File: src/rtl/core/qalu_pkg.sv
// Shared constants for the quaternion ALU: opcodes, component indexes and the
// Hamilton product term tables used by every multiply lane.
// No dependencies.
`default_nettype none

package qalu_pkg;

   // Operation codes carried in the opcode field.
   localparam logic [2:0] OP_ADD      = 3'd0;
   localparam logic [2:0] OP_SUB      = 3'd1;
   localparam logic [2:0] OP_CONJ     = 3'd2;
   localparam logic [2:0] OP_PRODUCT  = 3'd3;
   localparam logic [2:0] OP_SCALE    = 3'd4;
   localparam logic [2:0] OP_SANDWICH = 3'd5;

   // A quaternion has four components, and each output component of a
   // Hamilton product is a sum of four terms.
   localparam int unsigned NUM_LANES = 4;
   localparam int unsigned NUM_TERMS = 4;

   typedef logic [1:0] comp_idx_type;

   // Component order is x, y, z, w; w is the real part.
   localparam comp_idx_type COMP_W = 2'd3;

   // Term j of every output component multiplies a[HAM_A_IDX[j]] by
   // b[HAM_B_IDX[k][j]], negated where HAM_NEG[k][j] is set.
   localparam comp_idx_type HAM_A_IDX [NUM_TERMS] = '{2'd3, 2'd0, 2'd1, 2'd2};

   localparam comp_idx_type HAM_B_IDX [NUM_LANES][NUM_TERMS] = '{
      '{2'd0, 2'd3, 2'd2, 2'd1},
      '{2'd1, 2'd2, 2'd3, 2'd0},
      '{2'd2, 2'd1, 2'd0, 2'd3},
      '{2'd3, 2'd0, 2'd1, 2'd2}
   };

   localparam logic HAM_NEG [NUM_LANES][NUM_TERMS] = '{
      '{1'b0, 1'b0, 1'b0, 1'b1},
      '{1'b0, 1'b1, 1'b0, 1'b0},
      '{1'b0, 1'b0, 1'b1, 1'b0},
      '{1'b0, 1'b1, 1'b1, 1'b1}
   };

endpackage

`default_nettype wire

File: src/rtl/core/qalu_lane.sv
// One multiply lane of the quaternion ALU: four signed products, then their
// exact sum rounded to nearest and saturated. Two register stages.
// Depends on qalu_pkg.
`default_nettype none

module qalu_lane
   import qalu_pkg::*;
#(
   parameter int W = 16,
   parameter int F = 12
) (
   input  logic                clock,
   input  logic                en,
   input  logic signed [W-1:0] op_x [NUM_TERMS],
   input  logic signed [W:0]   op_y [NUM_TERMS],
   input  logic [NUM_TERMS-1:0] neg,
   output logic signed [W-1:0] res,
   output logic                res_sat
);

   localparam int PW = 2 * W + 1;
   localparam int SW = 2 * W + 4;

   logic signed [PW-1:0] prod_in [NUM_TERMS];
   logic signed [PW-1:0] prod_ff [NUM_TERMS];
   logic [NUM_TERMS-1:0] neg_ff;
   logic signed [SW-1:0] acc;
   logic signed [SW-1:0] scaled;
   logic                 ovf;
   logic signed [W-1:0]  res_in;
   logic signed [W-1:0]  res_ff;
   logic                 res_sat_ff;

   always_comb begin
      for (int j = 0; j < NUM_TERMS; j++) begin
         prod_in[j] = PW'(op_x[j]) * PW'(op_y[j]);
      end
   end

   // Half an LSB is added before the floor shift, so ties go upwards.
   always_comb begin
      acc = SW'(1) <<< (F - 1);
      for (int j = 0; j < NUM_TERMS; j++) begin
         if (neg_ff[j]) begin
            acc = acc - SW'(prod_ff[j]);
         end else begin
            acc = acc + SW'(prod_ff[j]);
         end
      end
      scaled = acc >>> F;
      ovf    = (scaled[SW-1:W-1] != '0) && (scaled[SW-1:W-1] != '1);
      if (ovf) begin
         res_in = scaled[SW-1] ? {1'b1, {(W-1){1'b0}}} : {1'b0, {(W-1){1'b1}}};
      end else begin
         res_in = scaled[W-1:0];
      end
   end

   always_ff @(posedge clock) begin
      if (en) begin
         prod_ff    <= prod_in;
         neg_ff     <= neg;
         res_ff     <= res_in;
         res_sat_ff <= ovf;
      end
   end

   assign res     = res_ff;
   assign res_sat = res_sat_ff;

endmodule

`default_nettype wire

File: config.mk
export PLATFORM = sky130hd
export DESIGN_NAME = qalu_lane
export DESIGN_NICKNAME = d
export VERILOG_FILES = /design/src/rtl/core/qalu_pkg.sv /design/src/rtl/core/qalu_lane.sv
export SDC_FILE = /design/constraint.sdc
export NUM_CORES = 2
export LEC_CHECK = 0
export ABC_AREA = 1
export ABC_CLOCK_PERIOD_IN_PS = 12200
export BUFFER_PORTS_ARGS = -buffer_cell sky130_fd_sc_hd__buf_2
export CAP_MARGIN = 20
export CORE_ASPECT_RATIO = 0.6
export CORE_MARGIN = 5
export CORE_UTILIZATION = 45
export CTS_CLUSTER_SIZE = 14
export DETAILED_ROUTE_END_ITERATION = 16
export GPL_TIMING_DRIVEN = 0
export HOLD_SLACK_MARGIN = 0.02
export SLEW_MARGIN = 25
export SYNTH_ARGS = -nofsm -noshare
export SYNTH_HDL_FRONTEND = slang
export SYNTH_SLANG_ARGS = --single-unit
export TNS_END_PERCENT = 1
File: constraint.sdc
create_clock -name clock -period 12.2 [get_ports clock]
set_input_delay 0 -clock clock [delete_from_list [all_inputs] [get_ports clock]]
set_output_delay 0 -clock clock [all_outputs]
set_load 0.03 [all_outputs]
==> results.py <==
metrics = {
    "final_layout": {
        "syn2layout_area_growth_pct": 5.69,
        "n_fill_cell": 12229,
        "drive_gt1_share_pct": 3.25,
        "nets": 8757,
        "fin_util_pct": 48.2,
        "register_area_sq_mm": 0.00459,
        "multi_input_area_sq_mm": 0.0430,
    },
    "cts": {
        "insertion_delay_ps": 450,
        "cts_tree": "yes",
        "cts_resized": 0,
        "cts_root_buf": "clkbuf_16",
        "path_clk_slew_ps": 70,
        "htreeDepth": 4,
        "cts.sinks": 153,
        "cts_buffers": 17,
        "clockBufferDepth": 2,
    },
    "floorplanning": {
        "core_area_sq_mm": 0.122,
        "io_pins": 155,
        "num_rows": 99,
        "start_util_pct": 45.6,
        "die_x_microns": 464,
        "die-area_sq_mm": 0.131,
        "die_y_microns": 282,
    },
    "global_routing": {
        "grt_overflow": 0,
        "grt_max_degree": 84,
        "grt_pass1_vias": 44613,
        "grt_antenna_before_repair": 1,
        "grt_usage_pct": 24.7,
        "grt_pass1_wl_microns": 253000,
    },
    "sta": {
        "report.final.slew_viol_count": 0,
        "worst_pin_slew_ps": 871,
        "whs_ps": 92.5,
        "finalHoldViolCount": 0,
        "rsz0062_at_grt": "no",
        "fmax_mhz": 114,
        "post-route-min-period_ps": 8740,
        "setup_viol": 0,
        "layout_setup_ws_ps": 3460,
        "setup_tns_ps": 0,
        "relSlewSlack_pct": 41.3,
        "skew_ps": 12.8,
        "period_share_pct": 71.7,
    },
    "detailed_routing": {
        "via_count": 43969,
        "drc": 0,
        "wl_per_cell_microns": 18.1,
        "viasPerCell": 5.06,
        "first_iter_violations": 3739,
        "wl_microns": 157000,
        "antenna_left": 0,
        "firstDrtPassIters": 5,
    },
    "logic_synthesis": {
        "syn_area_per_cell_sq_um": 8.01,
        "ys_seq_elements": 153,
        "ys_async_sr_fraction_pct": 0,
        "synth_cell_types": 54,
        "yosys_warnings": 0,
        "syn_inst": 6949,
        "syn-cell-area_sq_mm": 0.0557,
        "syn_nets": 8640,
        "seq_area_frac_synth_pct": 8.26,
        "synth_edf_count": 153,
        "synth_top_flop_cell": "edfxtp_1",
    },
    "outcome": {
        "status": "finished clean",
    },
    "place": {
        "gp_congestion": 0.957,
        "numPortBuffers": 90,
        "dp_hpwl_microns": 139000,
        "dp_slack_ps": 3630,
    },
    "critical_path": {
        "slowest_stage": "edfxtp_1",
        "cp_top_family": "simple AND/OR/NAND/NOR gates",
        "critPathKind": "register to register",
        "worstPathArrival_ps": 8950,
        "cp-end-kind": "register",
        "cp_max_fo": 10,
        "crit_top_cell": "nor2_1",
        "crit_path_max_incr_delay_ps": 500,
        "crit_buf_inv": 6,
        "crit_required_ps": 12410,
        "start_kind": "register",
    },
    "job": {
        "max-cap-violations": 0,
    },
    "hold_path": {
        "hold_path_class": "input port to register",
    },
}
worst reg2reg max path: cells and delay by family (launching register included):
family | cells | cell delay [ps]
AOI/OAI and AO/OA | 6 | 1370
DFF | 1 | 500
buffers and inverters | 6 | 1120
adders and majority gates | 4 | 1100
xor gates and xnor gates | 4 | 780
and+or+nand+nor | 23 | 3650
cells by family after synthesis:
group | synth area share (%)
flip-flops | 8.26
XOR/XNOR | 5.74
buffers and inverters | 14.5
AO/OA/AOI/OAI | 6.04
adder cells (fa/ha/maj) | 49.8
AND/OR/NAND/NOR | 15.6
cell usage in the layout (no fill, tap or decap), types with 5 or more instances in the layout:
| master | n |
|---|---|
| nand3_2 | 13 |
| fa_1 | 1106 |
| o21ai_0 | 151 |
| a211oi_1 | 7 |
| a21o_1 | 22 |
| xor2_1 | 244 |
| o211ai_1 | 11 |
| buf_2 | 94 |
| dlygate4sd3_1 | 7 |
| nor2_2 | 6 |
| nor3_1 | 39 |
| inv_2 | 6 |
| inv_1 | 1920 |
| nor4_1 | 17 |
| nand4_1 | 29 |
| o31ai_1 | 9 |
| o221ai_1 | 9 |
| nand2_2 | 6 |
| a21boi_0 | 13 |
| o21bai_1 | 16 |
| nand3_1 | 112 |
| a31oi_1 | 46 |
| o21a_1 | 17 |
| clkbuf_16 | 17 |
| a21oi_1 | 255 |
| nand2_1 | 1534 |
| or2_2 | 61 |
| inv_6 | 5 |
| nor2_1 | 312 |
| xnor2_1 | 121 |
| clkbuf_1 | 211 |
| edfxtp_1 | 153 |
| o21ai_1 | 9 |
| ha_1 | 447 |
worst paths after layout:
| check | start | end | slack, ps | cells after the start |
|---|---|---|---|---|
| max | prod_ff[66] | res[6] | 3460 | 43 |
| min | op_y[17] | prod_ff[33] | 90 | 3 |
| max reg2reg | prod_ff[66] | res[6] | 3460 | 43 |
| min reg2reg | prod_ff[0] | res[5] | 1150 | 5 |
state kept, by name (all words and copies together) (netlist names):
name,count
res_sat,1
neg_ff,4
prod_ff,132
res,16
synth_stat cells (5+ instances only):
library cell / count / area share [%]
nand2_2: 6 / 0.067
inv_1: 1920 / 13
nor2_1: 312 / 2.1
xor2_1: 244 / 3.8
nor3_1: 39 / 0.35
nor2_2: 6 / 0.067
a21boi_0: 13 / 0.18
inv_2: 6 / 0.040
fa_1: 1106 / 40
o21a_1: 17 / 0.23
ha_1: 447 / 10
a31oi_1: 46 / 0.52
nand3_1: 112 / 1.0
o21ai_1: 9 / 0.081
xnor2_1: 121 / 1.9
or2_2: 61 / 0.69
o31ai_1: 9 / 0.12
a21o_1: 22 / 0.30
clkbuf_1: 211 / 1.4
nor4_1: 17 / 0.19
nand4_1: 29 / 0.33
edfxtp_1: 153 / 8.3
a211oi_1: 7 / 0.094
o211ai_1: 11 / 0.15
buf_2: 5 / 0.045
o21ai_0: 151 / 1.4
a21oi_1: 255 / 2.3
nand3_2: 13 / 0.23
nand2_1: 1534 / 10
o221ai_1: 9 / 0.14
o21bai_1: 16 / 0.22
routing by layer:
layer	wire length, microns	vias up	track usage (%)
met1	81600	21607	41.0
li1	-	20639	-
met3	15900	116	6.17
met4	1850	0	2.94
met5	0	-	0
met2	57900	1607	32.4
layout make-up:
class | count | area share (%)
Clock inverter | 15 | 0.268
Timing Repair Buffer | 98 | 0.949
Clock buffer | 17 | 0.723
Multi-Input combinational cell | 4650 | 73.1
Tap cell | 1616 | 3.44
Sequential cell | 153 | 7.81
Buffer | 219 | 1.45
Antenna cell | 1 | 0.00425
Inverter | 1927 | 12.3
through the flow:
step           area (sq um)  instances
6_report              58800       8696
2_1_floorplan         55700       6949
4_1_cts               58800       8695
3_3_place_gp          58100       8655
5_1_grt               58800       8695
3_5_place_dp          58200       8656
timing repair:
action,in CTS,in global routing
setup buffers,0,0
hold endpoints to repair,26,0
hold buffers,7,0
Power is not shown: default switching activity piles up to over one toggle a cycle in this logic, so the estimate is an artifact.
