<file path="config.mk">
export PLATFORM = sky130hd
export DESIGN_NAME = qalu_merge
export DESIGN_NICKNAME = d
export VERILOG_FILES = /design/src/rtl/core/qalu_pkg.sv /design/src/rtl/core/qalu_merge.sv
export SDC_FILE = /design/constraint.sdc
export NUM_CORES = 1
export LEC_CHECK = 0
export BUFFER_PORTS_ARGS = -buffer_cell sky130_fd_sc_hd__buf_2
export CAP_MARGIN = 10
export CORE_MARGIN = 4
export CORE_UTILIZATION = 32
export DETAILED_ROUTE_END_ITERATION = 16
export GPL_TIMING_DRIVEN = 0
export PLACE_DENSITY = 0.63
export SLEW_MARGIN = 20
export SYNTH_ARGS = -nofsm -noshare
export SYNTH_HDL_FRONTEND = slang
export SYNTH_SLANG_ARGS = --single-unit
</file>
<file path="constraint.sdc">
create_clock -name vclk -period 18.45
set_input_delay 2.7675 -clock vclk [all_inputs]
set_output_delay 2.7675 -clock vclk [all_outputs]
set_load 0.03 [all_outputs]
</file>
<file path="src/rtl/core/qalu_pkg.sv">
// Shared constants for the quaternion ALU: opcodes, component indexes and the
// Hamilton product term tables used by every multiply lane.
// No dependencies.
`default_nettype none

package qalu_pkg;

   // Operation codes carried in the opcode field.
   localparam logic [2:0] OP_ADD      = 3'd0;
   localparam logic [2:0] OP_SUB      = 3'd1;
   localparam logic [2:0] OP_CONJ     = 3'd2;
   localparam logic [2:0] OP_PRODUCT  = 3'd3;
   localparam logic [2:0] OP_SCALE    = 3'd4;
   localparam logic [2:0] OP_SANDWICH = 3'd5;

   // A quaternion has four components, and each output component of a
   // Hamilton product is a sum of four terms.
   localparam int unsigned NUM_LANES = 4;
   localparam int unsigned NUM_TERMS = 4;

   typedef logic [1:0] comp_idx_type;

   // Component order is x, y, z, w; w is the real part.
   localparam comp_idx_type COMP_W = 2'd3;

   // Term j of every output component multiplies a[HAM_A_IDX[j]] by
   // b[HAM_B_IDX[k][j]], negated where HAM_NEG[k][j] is set.
   localparam comp_idx_type HAM_A_IDX [NUM_TERMS] = '{2'd3, 2'd0, 2'd1, 2'd2};

   localparam comp_idx_type HAM_B_IDX [NUM_LANES][NUM_TERMS] = '{
      '{2'd0, 2'd3, 2'd2, 2'd1},
      '{2'd1, 2'd2, 2'd3, 2'd0},
      '{2'd2, 2'd1, 2'd0, 2'd3},
      '{2'd3, 2'd0, 2'd1, 2'd2}
   };

   localparam logic HAM_NEG [NUM_LANES][NUM_TERMS] = '{
      '{1'b0, 1'b0, 1'b0, 1'b1},
      '{1'b0, 1'b1, 1'b0, 1'b0},
      '{1'b0, 1'b0, 1'b1, 1'b0},
      '{1'b0, 1'b1, 1'b1, 1'b1}
   };

endpackage

`default_nettype wire

</file>
<file path="src/rtl/core/qalu_merge.sv">
// Merging logic of the quaternion ALU: the element-wise operations and the
// selection between them and the first product lanes, with the clip flag.
// Depends on qalu_pkg.
`default_nettype none

module qalu_merge
   import qalu_pkg::*;
#(
   parameter int W = 16
) (
   input  logic [2:0]            opcode,
   input  logic signed [W-1:0]   a [NUM_LANES],
   input  logic signed [W-1:0]   b [NUM_LANES],
   input  logic signed [W-1:0]   lane_res [NUM_LANES],
   input  logic [NUM_LANES-1:0]  lane_sat,
   output logic signed [W-1:0]   res [NUM_LANES],
   output logic                  res_sat
);

   // Returns the clip flag above a value saturated to W bits.
   function automatic logic [W:0] sat_narrow(input logic signed [W:0] v);
      if (v[W] != v[W-1]) begin
         return {1'b1, v[W], {(W-1){~v[W]}}};
      end
      return {1'b0, v[W-1:0]};
   endfunction

   logic signed [W:0] wide [NUM_LANES];
   logic [W:0]        packed_res [NUM_LANES];

   always_comb begin
      for (int k = 0; k < NUM_LANES; k++) begin
         wide[k] = '0;
      end
      case (opcode)
         OP_ADD: begin
            for (int k = 0; k < NUM_LANES; k++) begin
               wide[k] = (W+1)'(a[k]) + (W+1)'(b[k]);
            end
         end
         OP_SUB: begin
            for (int k = 0; k < NUM_LANES; k++) begin
               wide[k] = (W+1)'(a[k]) - (W+1)'(b[k]);
            end
         end
         OP_CONJ: begin
            for (int k = 0; k < NUM_LANES; k++) begin
               if (k == int'(COMP_W)) begin
                  wide[k] = (W+1)'(a[k]);
               end else begin
                  wide[k] = -(W+1)'(a[k]);
               end
            end
         end
         default: begin
            for (int k = 0; k < NUM_LANES; k++) begin
               wide[k] = '0;
            end
         end
      endcase
      for (int k = 0; k < NUM_LANES; k++) begin
         packed_res[k] = sat_narrow(wide[k]);
      end
   end

   always_comb begin
      res_sat = 1'b0;
      for (int k = 0; k < NUM_LANES; k++) begin
         res[k] = '0;
      end
      case (opcode)
         OP_ADD, OP_SUB, OP_CONJ: begin
            for (int k = 0; k < NUM_LANES; k++) begin
               res[k]  = packed_res[k][W-1:0];
               res_sat = res_sat | packed_res[k][W];
            end
         end
         OP_PRODUCT, OP_SCALE, OP_SANDWICH: begin
            for (int k = 0; k < NUM_LANES; k++) begin
               res[k] = lane_res[k];
            end
            res_sat = |lane_sat;
         end
         default: begin
            res_sat = 1'b0;
         end
      endcase
   end

endmodule

`default_nettype wire

</file>
==> results.md <==
- Status: complete, no violations
- CP Launch Type: input port
- Most common cell after layout, fill and taps aside: sky130_fd_sc_hd__buf_2
- Buffers added on ports: 262
- Crit end category: output port
- Crit Path Max Fanout: 10
- Worst hold-check path type: input port to output port
- Post-DRT Antenna Nets: 0
- Area share of xor/xnor cells in the synthesized design: 19.3%
- Period minus WS final: 12.21 ns
- Post-route insts no fill: 1513
- Total count of hold-check failures in the final report: 0
- DR iter-0 viols: 472
- Pwr Density: 46.5 nW/um^2
- Synthesized-area fraction occupied by and/or/nand/nor cells: 22.4%
- Initial antenna violation count: 2
- Setup CP Type: input port to output port
- Core Area: 20300 um^2
- Number of cells in the design after placement: 1511
- Number of filler cells placed in the layout: 2227
- Sequential cell area in the final layout: 0 um^2
- Number of primary I/O pins: 264
- WL final: 28400 um
- Utilization after layout: 40.7%
- Number of clock buffers in the layout: 0
- Arr. time, crit path: 9.44 ns
- Setup-violating endpoint count in the final report: 0
- Share of synthesized area spent on multiplexers: 0.644%
- Initial cell density of the core: 32.6%
- Unrepaired setup endpoints after global routing: false
- Largest family of logic cells by synthesized area: compound AO/OA/AOI/OAI gates
- Die outline height: 152 um
- Via count of the first global-routing pass: 7857
- Post-Synth Adder-Cell Area: 15.8%
- Maximum number of pins on one net before global-route repair: 11
- Detailed-route vias per instance: 5.58
- Post-CTS repair timing setup buffer count: 0
- Routed vias: 8435
- Required time at the worst-slack endpoint: 15.68 ns
- Drc violations: 0
- Die Span X: 152 um
- # rows: 52
- HPWL after detailed placement: 23700 um
- Worst slew margin relative to its limit: 24.5%
- Most frequent cells in the layout: sky130_fd_sc_hd__buf_2 (265), sky130_fd_sc_hd__nor2_1 (99), sky130_fd_sc_hd__xnor2_1 (88)
- Ratio of cells with drive above 1 in the final layout: 23.3%
- Global-route wire length before repair: 42100 um
- Post-synth cell types: 67
- Area growth syn-to-layout: 25.0%
- Routed wirelength normalized by instance count: 18.8 um
- Post-synthesis compound-gate area fraction: 37.4%
- Upper clock frequency limit: 81.9 MHz
- Cells resized by post-CTS repair: 0
- Critical path capture point: res[29]
- Number of nets in the layout: 1523
- Period utilization: 66.2%
- Gate Count Post-Synth: 979
- GRT Total Usage: 23.2%
- Setup total negative slack: 0 ns
- Post-Synthesis Cell Area: 6610 um^2
- Number of buffers added to fix hold violations after cts: 0
- Number of max-capacitance violations reported: 0
- Maximum resistive drop on vdd: 0.0249 mV
- Final GP Congestion: 0.935
- Synth warnings: 0
- Seq/Total Area, Yosys: 0%
- Net count of the mapped netlist: 1259
- Initial DRT Pass Iterations: 5
- Synthesized area divided by synthesized cell count: 6.75 um^2
- Global route overflow: 0
- Area of the die: 23000 um^2
- Seq Cell Count: 0
- Lkg Pwr: 0.00379 uW
- Slew Limit Fails: 0
- Worst setup startpoint: opcode[2]
- Transition at the pin with the smallest max-transition slack: 1.12 ns
## per-stage QoR
step	power [uW]	setup slack, ns	hold slack [ns]	cell area (um^2)
global placement	378	6.20	5.88	8260
floorplan	268	8.07	5.75	6610
CTS	383	6.23	5.89	8260
detailed placement	380	6.25	5.88	8260
finish	384	6.24	5.89	8260
global route	422	5.72	5.90	8260
## cell usage after synthesis, types with 6 or more instances
cell | number | area share, %
sky130_fd_sc_hd__clkbuf_1 | 32 | 1.8
sky130_fd_sc_hd__nor3_1 | 28 | 2.1
sky130_fd_sc_hd__xor2_1 | 58 | 7.7
sky130_fd_sc_hd__xnor2_1 | 88 | 12
sky130_fd_sc_hd__nor4_1 | 19 | 1.8
sky130_fd_sc_hd__or3_1 | 7 | 0.66
sky130_fd_sc_hd__nand3_1 | 9 | 0.68
sky130_fd_sc_hd__a31oi_1 | 15 | 1.4
sky130_fd_sc_hd__a21oi_1 | 80 | 6.1
sky130_fd_sc_hd__inv_1 | 30 | 1.7
sky130_fd_sc_hd__nand2b_1 | 14 | 1.3
sky130_fd_sc_hd__a221o_1 | 14 | 2.1
sky130_fd_sc_hd__nor2b_1 | 13 | 1.2
sky130_fd_sc_hd__or4_1 | 11 | 1.2
sky130_fd_sc_hd__a22o_1 | 31 | 4.1
sky130_fd_sc_hd__o21ai_1 | 16 | 1.2
sky130_fd_sc_hd__a221oi_1 | 13 | 1.7
sky130_fd_sc_hd__o21a_1 | 16 | 1.8
sky130_fd_sc_hd__nand2_1 | 79 | 4.5
sky130_fd_sc_hd__o31ai_1 | 13 | 1.5
sky130_fd_sc_hd__ha_1 | 77 | 15
sky130_fd_sc_hd__a211o_1 | 6 | 0.80
sky130_fd_sc_hd__a21o_1 | 22 | 2.5
sky130_fd_sc_hd__nor2_1 | 99 | 5.6
sky130_fd_sc_hd__a211oi_1 | 9 | 1.0
sky130_fd_sc_hd__o41ai_1 | 8 | 1.1
sky130_fd_sc_hd__o22ai_1 | 14 | 1.3
sky130_fd_sc_hd__o21ai_0 | 79 | 6.0
## power by group
group | switching, uW | total, uW | internal (uW)
Clock | 0 | 0.0000145 | 0.0000145
Sequential | 0 | 0 | 0
Combinational | 234 | 384 | 150
Total | 234 | 384 | 150
## layout make-up
type	instances	area (um^2)	share of cell area, %
antenna	2	5.00	0.0606
multi-input combinational	907	6310	76.4
tap	270	338	4.09
buffer	41	173	2.09
inverter	31	121	1.47
timing repair buffer	262	1310	15.9
## worst min path at each step
stage / to / slack (ns) / depth (start not counted) / from
2_1_floorplan: res[63] / 5.75 / 2 / lane_res[63]
3_3_place_gp: res[63] / 5.88 / 4 / lane_res[63]
3_5_place_dp: res[63] / 5.88 / 4 / lane_res[63]
4_1_cts: res[63] / 5.89 / 4 / lane_res[63]
5_1_grt: res[4] / 5.90 / 4 / lane_res[4]
6_report: res[63] / 5.89 / 4 / lane_res[63]
## logic make-up after synthesis
family / after synthesis
compound gates: 371
xor+xnor: 146
fa+ha+maj: 81
buf+inv: 72
mux: 4
simple gates: 305
## worst max-delay path, stage by stage
cell and delay [ns]:
sky130_fd_sc_hd__clkbuf_1 0.20, sky130_fd_sc_hd__nor2_1 0.74, sky130_fd_sc_hd__nand2_1 0.61, sky130_fd_sc_hd__clkbuf_1 0.56
sky130_fd_sc_hd__a21o_1 0.34, sky130_fd_sc_hd__inv_1 0.07, sky130_fd_sc_hd__ha_1 0.21, sky130_fd_sc_hd__nor2b_1 0.14
sky130_fd_sc_hd__o31ai_1 0.40, sky130_fd_sc_hd__a21oi_1 0.17, sky130_fd_sc_hd__o211ai_1 0.25, sky130_fd_sc_hd__a21oi_1 0.13
sky130_fd_sc_hd__o31a_1 0.30, sky130_fd_sc_hd__o21a_1 0.17, sky130_fd_sc_hd__or3_1 0.33, sky130_fd_sc_hd__a31o_2 0.24
sky130_fd_sc_hd__ha_1 0.26, sky130_fd_sc_hd__clkbuf_1 0.42, sky130_fd_sc_hd__buf_1 0.48, sky130_fd_sc_hd__nand2_1 0.10
sky130_fd_sc_hd__a2bb2oi_1 0.15, sky130_fd_sc_hd__o21ai_0 0.13, sky130_fd_sc_hd__buf_2 0.25
## per-layer routing
metal / wire (um) / GRT usage (%) / share of wire (%) / up-vias
met3: 2280 / 1.87 / 8.0 / 30
met1: 12800 / 32.6 / 45 / 3853
met5: 0 / 0 / 0 / -
met2: 12800 / 38.7 / 45 / 334
met4: 549 / 4.90 / 1.9 / 0
li1: - / - / - / 4218
Power figures use the tool's default switching activity.
